<file path="config.mk">
export PLATFORM = sky130hd
export DESIGN_NAME = small_state_twister_rng
export DESIGN_NICKNAME = d
export VERILOG_FILES = /design/src/rtl/sstr_pkg.sv /design/src/rtl/small_state_twister_rng.sv /design/src/rtl/sstr_seq.sv /design/src/rtl/sstr_dp.sv
export SDC_FILE = /design/constraint.sdc
export NUM_CORES = 2
export LEC_CHECK = 0
export BUFFER_PORTS_ARGS = -buffer_cell sky130_fd_sc_hd__buf_4
export CORE_MARGIN = 2
export CORE_UTILIZATION = 42
export CTS_CLUSTER_DIAMETER = 60
export DETAILED_ROUTE_END_ITERATION = 8
export GPL_ROUTABILITY_DRIVEN = 0
export GPL_TIMING_DRIVEN = 0
export SLEW_MARGIN = 30
export SYNTH_ARGS = -nofsm -noshare
export SYNTH_HDL_FRONTEND = slang
export SYNTH_SLANG_ARGS = --single-unit
</file>
<file path="constraint.sdc">
create_clock -name clk -period 8.6 [get_ports clk]
set_input_delay 0.86 -clock clk [delete_from_list [all_inputs] [get_ports clk]]
set_output_delay 0.86 -clock clk [all_outputs]
set_load 0.02 [all_outputs]
</file>
<file path="src/rtl/sstr_pkg.sv">
// ----------------------------------------------------------------------------
// sstr_pkg: shared types, constants and microcode for the small-state twister
// Holds the generator sizes, the item structs, the control word format, the
// microprogram table and the tempering function.
// ----------------------------------------------------------------------------
package sstr_pkg;

  localparam int STATE_WORDS      = 19;
  localparam int TAP_OFFSET       = 9;
  localparam int OUTPUTS_PER_SEED = 4;

  localparam int IDX_W  = $clog2(STATE_WORDS);
  localparam int OCNT_W = ($clog2(OUTPUTS_PER_SEED) < 2) ? 2 : $clog2(OUTPUTS_PER_SEED);
  localparam int UPC_W  = 3;

  localparam logic [IDX_W-1:0]  LAST_IDX = IDX_W'(STATE_WORDS - 1);
  localparam logic [IDX_W:0]    TAP_OFF  = (IDX_W + 1)'(TAP_OFFSET);
  localparam logic [IDX_W:0]    N_WIDE   = (IDX_W + 1)'(STATE_WORDS);
  localparam logic [OCNT_W-1:0] LAST_OUT = OCNT_W'(OUTPUTS_PER_SEED - 1);

  localparam logic [31:0] SEED_MULT  = 32'd1812433253;
  localparam logic [31:0] UPPER_MASK = 32'hFFFF_FFFE;
  localparam logic [31:0] LOWER_MASK = 32'h0000_0001;
  localparam int          INIT_SHIFT = 30;
  localparam int          TEMPER_U   = 12;
  localparam int          TEMPER_S   = 7;
  localparam int          TEMPER_T   = 15;
  localparam int          TEMPER_L   = 18;

  typedef struct packed {
    logic [31:0] seed;
    logic [31:0] twist_word;
    logic [31:0] mask_b;
    logic [31:0] mask_c;
  } in_item_t;

  typedef struct packed {
    logic [31:0] random_word;
    logic [1:0]  word_index;
    logic        last;
  } out_item_t;

  typedef enum logic [2:0] {
    OP_NOP,
    OP_LOAD,
    OP_EXP_MUL,
    OP_EXP_ADD,
    OP_RD_NEXT,
    OP_RD_TAP,
    OP_TWIST
  } op_t;

  typedef enum logic [1:0] {
    COND_NONE,
    COND_START,
    COND_EXP_MORE,
    COND_OUT_MORE
  } cond_t;

  typedef struct packed {
    op_t              op;
    cond_t            cond;
    logic [UPC_W-1:0] target;
    logic             fin;
  } ucode_t;

  typedef struct packed {
    logic exp_more;
    logic out_more;
  } dp_status_t;

  localparam logic [UPC_W-1:0] UPC_IDLE  = UPC_W'(0);
  localparam logic [UPC_W-1:0] UPC_MUL   = UPC_W'(1);
  localparam logic [UPC_W-1:0] UPC_ADD   = UPC_W'(2);
  localparam logic [UPC_W-1:0] UPC_RDN   = UPC_W'(3);
  localparam logic [UPC_W-1:0] UPC_RDT   = UPC_W'(4);
  localparam logic [UPC_W-1:0] UPC_TWIST = UPC_W'(5);

  // A taken condition jumps to target; otherwise fin returns to idle and a
  // clear fin falls through to the next step.
  function automatic ucode_t ucode_rom(input logic [UPC_W-1:0] upc);
    ucode_t w;
    case (upc)
      UPC_IDLE:  w = '{op: OP_LOAD,    cond: COND_START,    target: UPC_MUL, fin: 1'b1};
      UPC_MUL:   w = '{op: OP_EXP_MUL, cond: COND_NONE,     target: UPC_IDLE, fin: 1'b0};
      UPC_ADD:   w = '{op: OP_EXP_ADD, cond: COND_EXP_MORE, target: UPC_MUL, fin: 1'b0};
      UPC_RDN:   w = '{op: OP_RD_NEXT, cond: COND_NONE,     target: UPC_IDLE, fin: 1'b0};
      UPC_RDT:   w = '{op: OP_RD_TAP,  cond: COND_NONE,     target: UPC_IDLE, fin: 1'b0};
      UPC_TWIST: w = '{op: OP_TWIST,   cond: COND_OUT_MORE, target: UPC_RDN, fin: 1'b1};
      default:   w = '{op: OP_NOP,     cond: COND_NONE,     target: UPC_IDLE, fin: 1'b1};
    endcase
    return w;
  endfunction

  function automatic logic [31:0] temper(input logic [31:0] y_in,
                                         input logic [31:0] mb,
                                         input logic [31:0] mc);
    logic [31:0] y;
    y = y_in;
    y = y ^ (y >> TEMPER_U);
    y = y ^ ((y << TEMPER_S) & mb);
    y = y ^ ((y << TEMPER_T) & mc);
    y = y ^ (y >> TEMPER_L);
    return y;
  endfunction

endpackage

</file>
<file path="src/rtl/small_state_twister_rng.sv">
// ----------------------------------------------------------------------------
// small_state_twister_rng: small-state twister random word generator
// Expands a seed into a 19-word state and gives four tempered words per item.
// ----------------------------------------------------------------------------
// Usage:
// An item (seed, twist matrix word, two tempering masks) is taken at a rising
// edge where start is high and busy is low. Each item is independent of the
// ones before it.
// Seed expansion runs on one shared 32x32 multiplier, with a multiply step and
// then an add and store step for each of the 18 derived state words.
// Each output then takes two reads of the state memory (next word, tap word)
// and one twist, temper and write-back step; out_valid is registered after
// that step, and the fourth word of an item carries last.
// busy falls in the cycle the last word is shown, and a new item can be taken
// in that cycle. Results are shown for one cycle only and must be taken;
// there is no back-pressure. A synchronous reset (rst_n low) returns the
// sequencer to idle and drops out_valid.
// ----------------------------------------------------------------------------
module small_state_twister_rng (
  input  logic                clk,
  input  logic                rst_n,
  input  logic                start,
  output logic                busy,
  input  sstr_pkg::in_item_t  in_item,
  output logic                out_valid,
  output sstr_pkg::out_item_t out_item
);
  import sstr_pkg::*;

  op_t        op;
  dp_status_t status;

  sstr_seq u_seq (
    .clk    (clk),
    .rst_n  (rst_n),
    .start  (start),
    .status (status),
    .op     (op),
    .busy   (busy)
  );

  sstr_dp u_dp (
    .clk       (clk),
    .rst_n     (rst_n),
    .op        (op),
    .in_item   (in_item),
    .status    (status),
    .out_item  (out_item),
    .out_valid (out_valid)
  );

endmodule

</file>
<file path="src/rtl/sstr_seq.sv">
// ----------------------------------------------------------------------------
// sstr_seq: microcode sequencer
// Steps through the control table, issues one datapath operation per cycle
// and takes conditional jumps on start and the datapath loop flags.
// ----------------------------------------------------------------------------
module sstr_seq (
  input  logic                clk,
  input  logic                rst_n,
  input  logic                start,
  input  sstr_pkg::dp_status_t status,
  output sstr_pkg::op_t       op,
  output logic                busy
);
  import sstr_pkg::*;

  logic [UPC_W-1:0] upc_r;
  logic [UPC_W-1:0] upc_nxt;
  ucode_t           uw;
  logic             taken;

  assign uw = ucode_rom(upc_r);

  always_comb begin
    case (uw.cond)
      COND_START:    taken = start;
      COND_EXP_MORE: taken = status.exp_more;
      COND_OUT_MORE: taken = status.out_more;
      default:       taken = 1'b0;
    endcase
  end

  always_comb begin
    if (taken) begin
      upc_nxt = uw.target;
    end else if (uw.fin) begin
      upc_nxt = UPC_IDLE;
    end else begin
      upc_nxt = upc_r + UPC_W'(1);
    end
  end

  // The load step only fires when an item is actually taken.
  always_comb begin
    if (uw.cond == COND_START && !start) begin
      op = OP_NOP;
    end else begin
      op = uw.op;
    end
  end

  assign busy = (upc_r != UPC_IDLE);

  always_ff @(posedge clk) begin
    if (!rst_n) begin
      upc_r <= UPC_IDLE;
    end else begin
      upc_r <= upc_nxt;
    end
  end

endmodule

</file>
<file path="src/rtl/sstr_dp.sv">
// ----------------------------------------------------------------------------
// sstr_dp: generator datapath
// State word memory, seed expansion multiplier, twist logic, tempering and
// the result register, all driven by one operation code per cycle.
// ----------------------------------------------------------------------------
module sstr_dp (
  input  logic                 clk,
  input  logic                 rst_n,
  input  sstr_pkg::op_t        op,
  input  sstr_pkg::in_item_t   in_item,
  output sstr_pkg::dp_status_t status,
  output sstr_pkg::out_item_t  out_item,
  output logic                 out_valid
);
  import sstr_pkg::*;

  logic [31:0]       w_mem [STATE_WORDS];
  logic [31:0]       rdata_r;
  logic [IDX_W-1:0]  raddr;
  logic              we;
  logic [IDX_W-1:0]  waddr;
  logic [31:0]       wdata;

  logic [31:0]       p_r, prod_r, cur_r, nxt_r;
  logic [31:0]       ma_r, mb_r, mc_r;
  logic [IDX_W-1:0]  k_r, pos_r;
  logic [OCNT_W-1:0] ocnt_r;
  out_item_t         out_r;
  logic              out_valid_r;

  logic [IDX_W-1:0]  pn, pm;
  logic [IDX_W:0]    pm_sum;
  logic [31:0]       exp_word;
  logic [31:0]       y_mix, y_new;

  assign pn     = (pos_r == LAST_IDX) ? '0 : pos_r + IDX_W'(1);
  assign pm_sum = {1'b0, pos_r} + TAP_OFF;
  assign pm     = (pm_sum >= N_WIDE) ? IDX_W'(pm_sum - N_WIDE) : pm_sum[IDX_W-1:0];

  assign exp_word = prod_r + 32'(k_r);

  // The tap word arrives from the memory read issued in the previous step.
  assign y_mix = (cur_r & UPPER_MASK) | (nxt_r & LOWER_MASK);
  assign y_new = rdata_r ^ (y_mix >> 1) ^ (y_mix[0] ? ma_r : 32'd0);

  assign status.exp_more = (k_r != LAST_IDX);
  assign status.out_more = (ocnt_r != LAST_OUT);

  always_comb begin
    we    = 1'b0;
    waddr = '0;
    wdata = exp_word;
    raddr = pn;
    case (op)
      OP_LOAD: begin
        we    = 1'b1;
        wdata = in_item.seed;
      end
      OP_EXP_ADD: begin
        we    = 1'b1;
        waddr = k_r;
      end
      OP_RD_TAP: begin
        raddr = pm;
      end
      OP_TWIST: begin
        we    = 1'b1;
        waddr = pos_r;
        wdata = y_new;
      end
      default: begin
        we = 1'b0;
      end
    endcase
  end

  always_ff @(posedge clk) begin
    if (we) begin
      w_mem[waddr] <= wdata;
    end
    rdata_r <= w_mem[raddr];
  end

  always_ff @(posedge clk) begin
    case (op)
      OP_LOAD: begin
        p_r   <= in_item.seed;
        cur_r <= in_item.seed;
        ma_r  <= in_item.twist_word;
        mb_r  <= in_item.mask_b;
        mc_r  <= in_item.mask_c;
      end
      OP_EXP_MUL: begin
        prod_r <= SEED_MULT * (p_r ^ (p_r >> INIT_SHIFT));
      end
      OP_EXP_ADD: begin
        p_r <= exp_word;
      end
      OP_RD_TAP: begin
        nxt_r <= rdata_r;
      end
      OP_TWIST: begin
        cur_r             <= nxt_r;
        out_r.random_word <= temper(y_new, mb_r, mc_r);
        out_r.word_index  <= ocnt_r[1:0];
        out_r.last        <= (ocnt_r == LAST_OUT);
      end
      default: begin
        p_r <= p_r;
      end
    endcase
  end

  always_ff @(posedge clk) begin
    if (!rst_n) begin
      k_r         <= '0;
      pos_r       <= '0;
      ocnt_r      <= '0;
      out_valid_r <= 1'b0;
    end else begin
      out_valid_r <= (op == OP_TWIST);
      case (op)
        OP_LOAD: begin
          k_r    <= IDX_W'(1);
          pos_r  <= '0;
          ocnt_r <= '0;
        end
        OP_EXP_ADD: begin
          if (status.exp_more) begin
            k_r <= k_r + IDX_W'(1);
          end
        end
        OP_TWIST: begin
          pos_r  <= pn;
          ocnt_r <= ocnt_r + OCNT_W'(1);
        end
        default: begin
          k_r <= k_r;
        end
      endcase
    end
  end

  assign out_item  = out_r;
  assign out_valid = out_valid_r;

endmodule

</file>
==> results.json <==
{
  "wl_per_cell_um": 24.7,
  "status": "finished clean",
  "min_path_type": "input pin to register",
  "path_max_fanout": 6,
  "grt_usage_pct": 22.3,
  "synthDistinctLibCells": 74,
  "crit_type": "register to register",
  "syn_area_per_cell_um2": 14.2,
  "place_ws_ns": 0.951,
  "setup_ws_ns": 1.01,
  "die_w_um": 328,
  "slew_headroom_pct": 26.2,
  "clk_pin_slew_ns": 0.06,
  "ys_warn_count": 0,
  "critPathLaunchType": "register",
  "crit_required_ns": 9.03,
  "cp-end-kind": "register",
  "grt_max_degree": 46,
  "die_area_um2": 108000,
  "drt-total-wl_mm": 121,
  "portBuffers": 145,
  "insertion_delay_ns": 0.69,
  "nFillCells": 9011,
  "synthFlopType": "edfxtp_1",
  "htreeDepth": 3,
  "grt_pass1_wl_mm": 175,
  "final_util_pct": 49.8,
  "detail_route.first_pass.iterations": 6,
  "grt_pass1_vias": 26518,
  "synthCells": 3115,
  "rr_startpoint": "u_dp.p_r[30]",
  "slew_viol_final": 0,
  "p_leak_nw": 19.1,
  "fin_total_pwr_mw": 20.4,
  "worstHoldStart": "in_item[54]",
  "placementRows": 118,
  "cp-startpoint": "u_dp.p_r[30]",
  "antenna_found_initial": 10,
  "ff2ff_setup_slack_ns": 1.01,
  "stdcell_count": 4889,
  "nNetsFinal": 3933,
  "cts_setup_buffers": 0,
  "via_count": 26470,
  "ys_seq_elements": 892,
  "drt_iter0_markers": 2338,
  "cts_buffers": 97,
  "ant_nets": 0,
  "finalClockSkew_ns": 0.0605,
  "synthesis.area_um2": 44200,
  "crit_arrival_ns": 8.01,
  "holdBufCountCts": 0,
  "syn-num-nets": 3620,
  "core_area_um2": 104000,
  "cts_tree": "built",
  "finalSetupViolations": 0,
  "cts_sinks": 892,
  "max_freq_mhz": 132,
  "p_per_area_nw_per_um2": 393,
  "die_h_um": 328,
  "crit_slowest_cell": "xor2_1",
  "drc": 0,
  "ir_drop_mv": 0.483,
  "clockRootBuffer": "clkbuf_16",
  "final-seq-area_um2": 26300,
  "vias_per_cell": 5.41,
  "overflow": 0,
  "cp_common_cell": "fa_1",
  "ctsResizeCount": 0,
  "area_delta_synth_final_pct": 17.3,
  "tightest_slew_ns": 1.10,
  "slowest_delay_ns": 0.64,
  "synth_async_sr_flop_share_pct": 0,
  "period_needed_ns": 7.59,
  "place_inst": 4708,
  "synth-edff-count": 844,
  "drive_gt1_share_pct": 16.3,
  "finalHoldViolations": 0,
  "multi_input_area_um2": 16900,
  "clock_path_buffers": 3,
  "start_util_pct": 42.5,
  "final.period_utilization_pct": 88.2,
  "hpwl_mm": 91.7,
  "rsz0062_at_grt": "false",
  "io_pins": 168,
  "ys_seq_area_share_pct": 59.6,
  "cap_violations": 0
}
## registers in the layout, indices dropped and copies added (netlist names)
register,count
u_dp.cur_r,31
u_dp.k_r,5
u_dp.ma_r,32
u_dp.mb_r,25
u_dp.mc_r,17
u_dp.nxt_r,32
u_dp.ocnt_r,2
u_dp.out_item,35
u_dp.out_valid,1
u_dp.p_r,32
u_dp.pos_r,5
u_dp.prod_r,32
u_dp.rdata_r,32
u_dp.w_mem,608
u_seq.upc_r,3
## final cells by class
cell class | instances | share of cell area, %
Tap cell | 1380 | 3.33
Inverter | 244 | 1.77
Buffer | 117 | 1.05
Sequential cell | 892 | 50.8
Antenna cell | 1 | 0.00483
Multi-Input combinational cell | 1862 | 32.6
Timing Repair Buffer | 214 | 4.30
Clock inverter | 63 | 1.37
Clock buffer | 116 | 4.84
## per-layer routing
| metal | global-route usage [%] | vias to the layer above | part of all wire [%] | wire length [um] |
|---|---|---|---|---|
| met5 | 0 | - | 0.0083 | 10 |
| met4 | 6.08 | 2 | 2.5 | 3070 |
| met3 | 2.71 | 186 | 5.3 | 6400 |
| met2 | 38.1 | 875 | 49 | 59600 |
| met1 | 30.1 | 13426 | 43 | 51600 |
| li1 | - | 11981 | - | - |
## power breakdown
part | internal (mW) | leakage, nW | switching (mW)
Clock | 2.41 | 1.56 | 1.78
Combinational | 4.28 | 9.42 | 6.01
Sequential | 5.72 | 8.11 | 0.152
Total | 12.4 | 19.1 | 7.94
## final timing paths
check                    end  cells past startpoint
max reg2reg  u_dp.prod_r[31]                     25
max          u_dp.prod_r[31]                     25
min reg2reg   u_dp.nxt_r[16]                      0
min            u_dp.mb_r[22]                      1
## cell usage in the layout, fill, tap and decap left out, drive strengths merged, types with 4 or more instances in the layout
master / count
ha: 227
edfxtp: 844
a21oi: 41
dfxtp: 48
o221ai: 25
nand4: 11
a211o: 4
nand2: 298
o21a: 5
clkbuf: 174
o21ai: 62
o21bai: 4
nor2: 90
xnor2: 156
o211a: 33
a211oi: 98
bufinv: 10
xor2: 72
a31oi: 6
o211ai: 5
or4: 32
a2111oi: 4
nor3: 13
buf: 273
and2: 8
nand3b: 4
and3: 10
nand2b: 11
fa: 147
o22ai: 35
mux2: 96
mux2i: 230
inv: 249
clkinv: 45
a22oi: 8
or2: 4
a21o: 14
nand3: 20
nor2b: 49
## worst max-delay path: cells and delay by family (launching register included)
kind                     cells  cell delay (ns)
buffers and inverters        5             0.46
AND/OR/NAND/NOR              2             0.28
flip-flops                   1             0.49
XOR/XNOR                     3             1.32
AO/OA/AOI/OAI                6             1.49
adder cells (fa/ha/maj)      9             3.29
## Yosys cell counts (10+ instances only)
cell type	instances	area, um2
edfxtp_1	844	25300
nand2_1	298	1120
inv_1	242	908
mux2i_1	229	2290
ha_1	227	2840
xnor2_1	156	1370
fa_1	147	2940
a211oi_1	98	736
mux2_2	94	1060
nor2_1	90	338
xor2_1	72	631
o21ai_0	61	305
clkbuf_1	57	214
nor2b_1	49	307
dfxtp_1	48	961
buf_2	47	235
a21oi_1	41	205
o22ai_1	35	219
o211a_1	33	330
or4_1	32	240
o221ai_1	25	219
nand3_1	20	100
a21o_1	14	105
nor3_1	13	65.1
nand2b_1	11	68.8
nand4_1	11	68.8
and3_1	10	62.6
## cell families after synthesis
family,count (synthesis),share of synthesized area [%]
AND/OR/NAND/NOR,569,5.96
flip-flops,892,59.6
XOR/XNOR,228,4.52
multiplexers,326,7.69
buffers and inverters,361,3.28
AO/OA/AOI/OAI,365,5.89
adder cells (fa/ha/maj),374,13.1
## metrics by stage
| step | TNS, ns | hold WS [ns] | area, um2 |
|---|---|---|---|
| finish | 0 | 0.353 | 51800 |
| global route | 0 | 0.336 | 51800 |
| CTS | 0 | 0.323 | 51800 |
| detailed placement | 0 | 0.440 | 48600 |
| global placement | -5.13 | 0.433 | 47000 |
| floorplan | 0 | 0.428 | 44200 |
(Power assumes the default switching activity.)
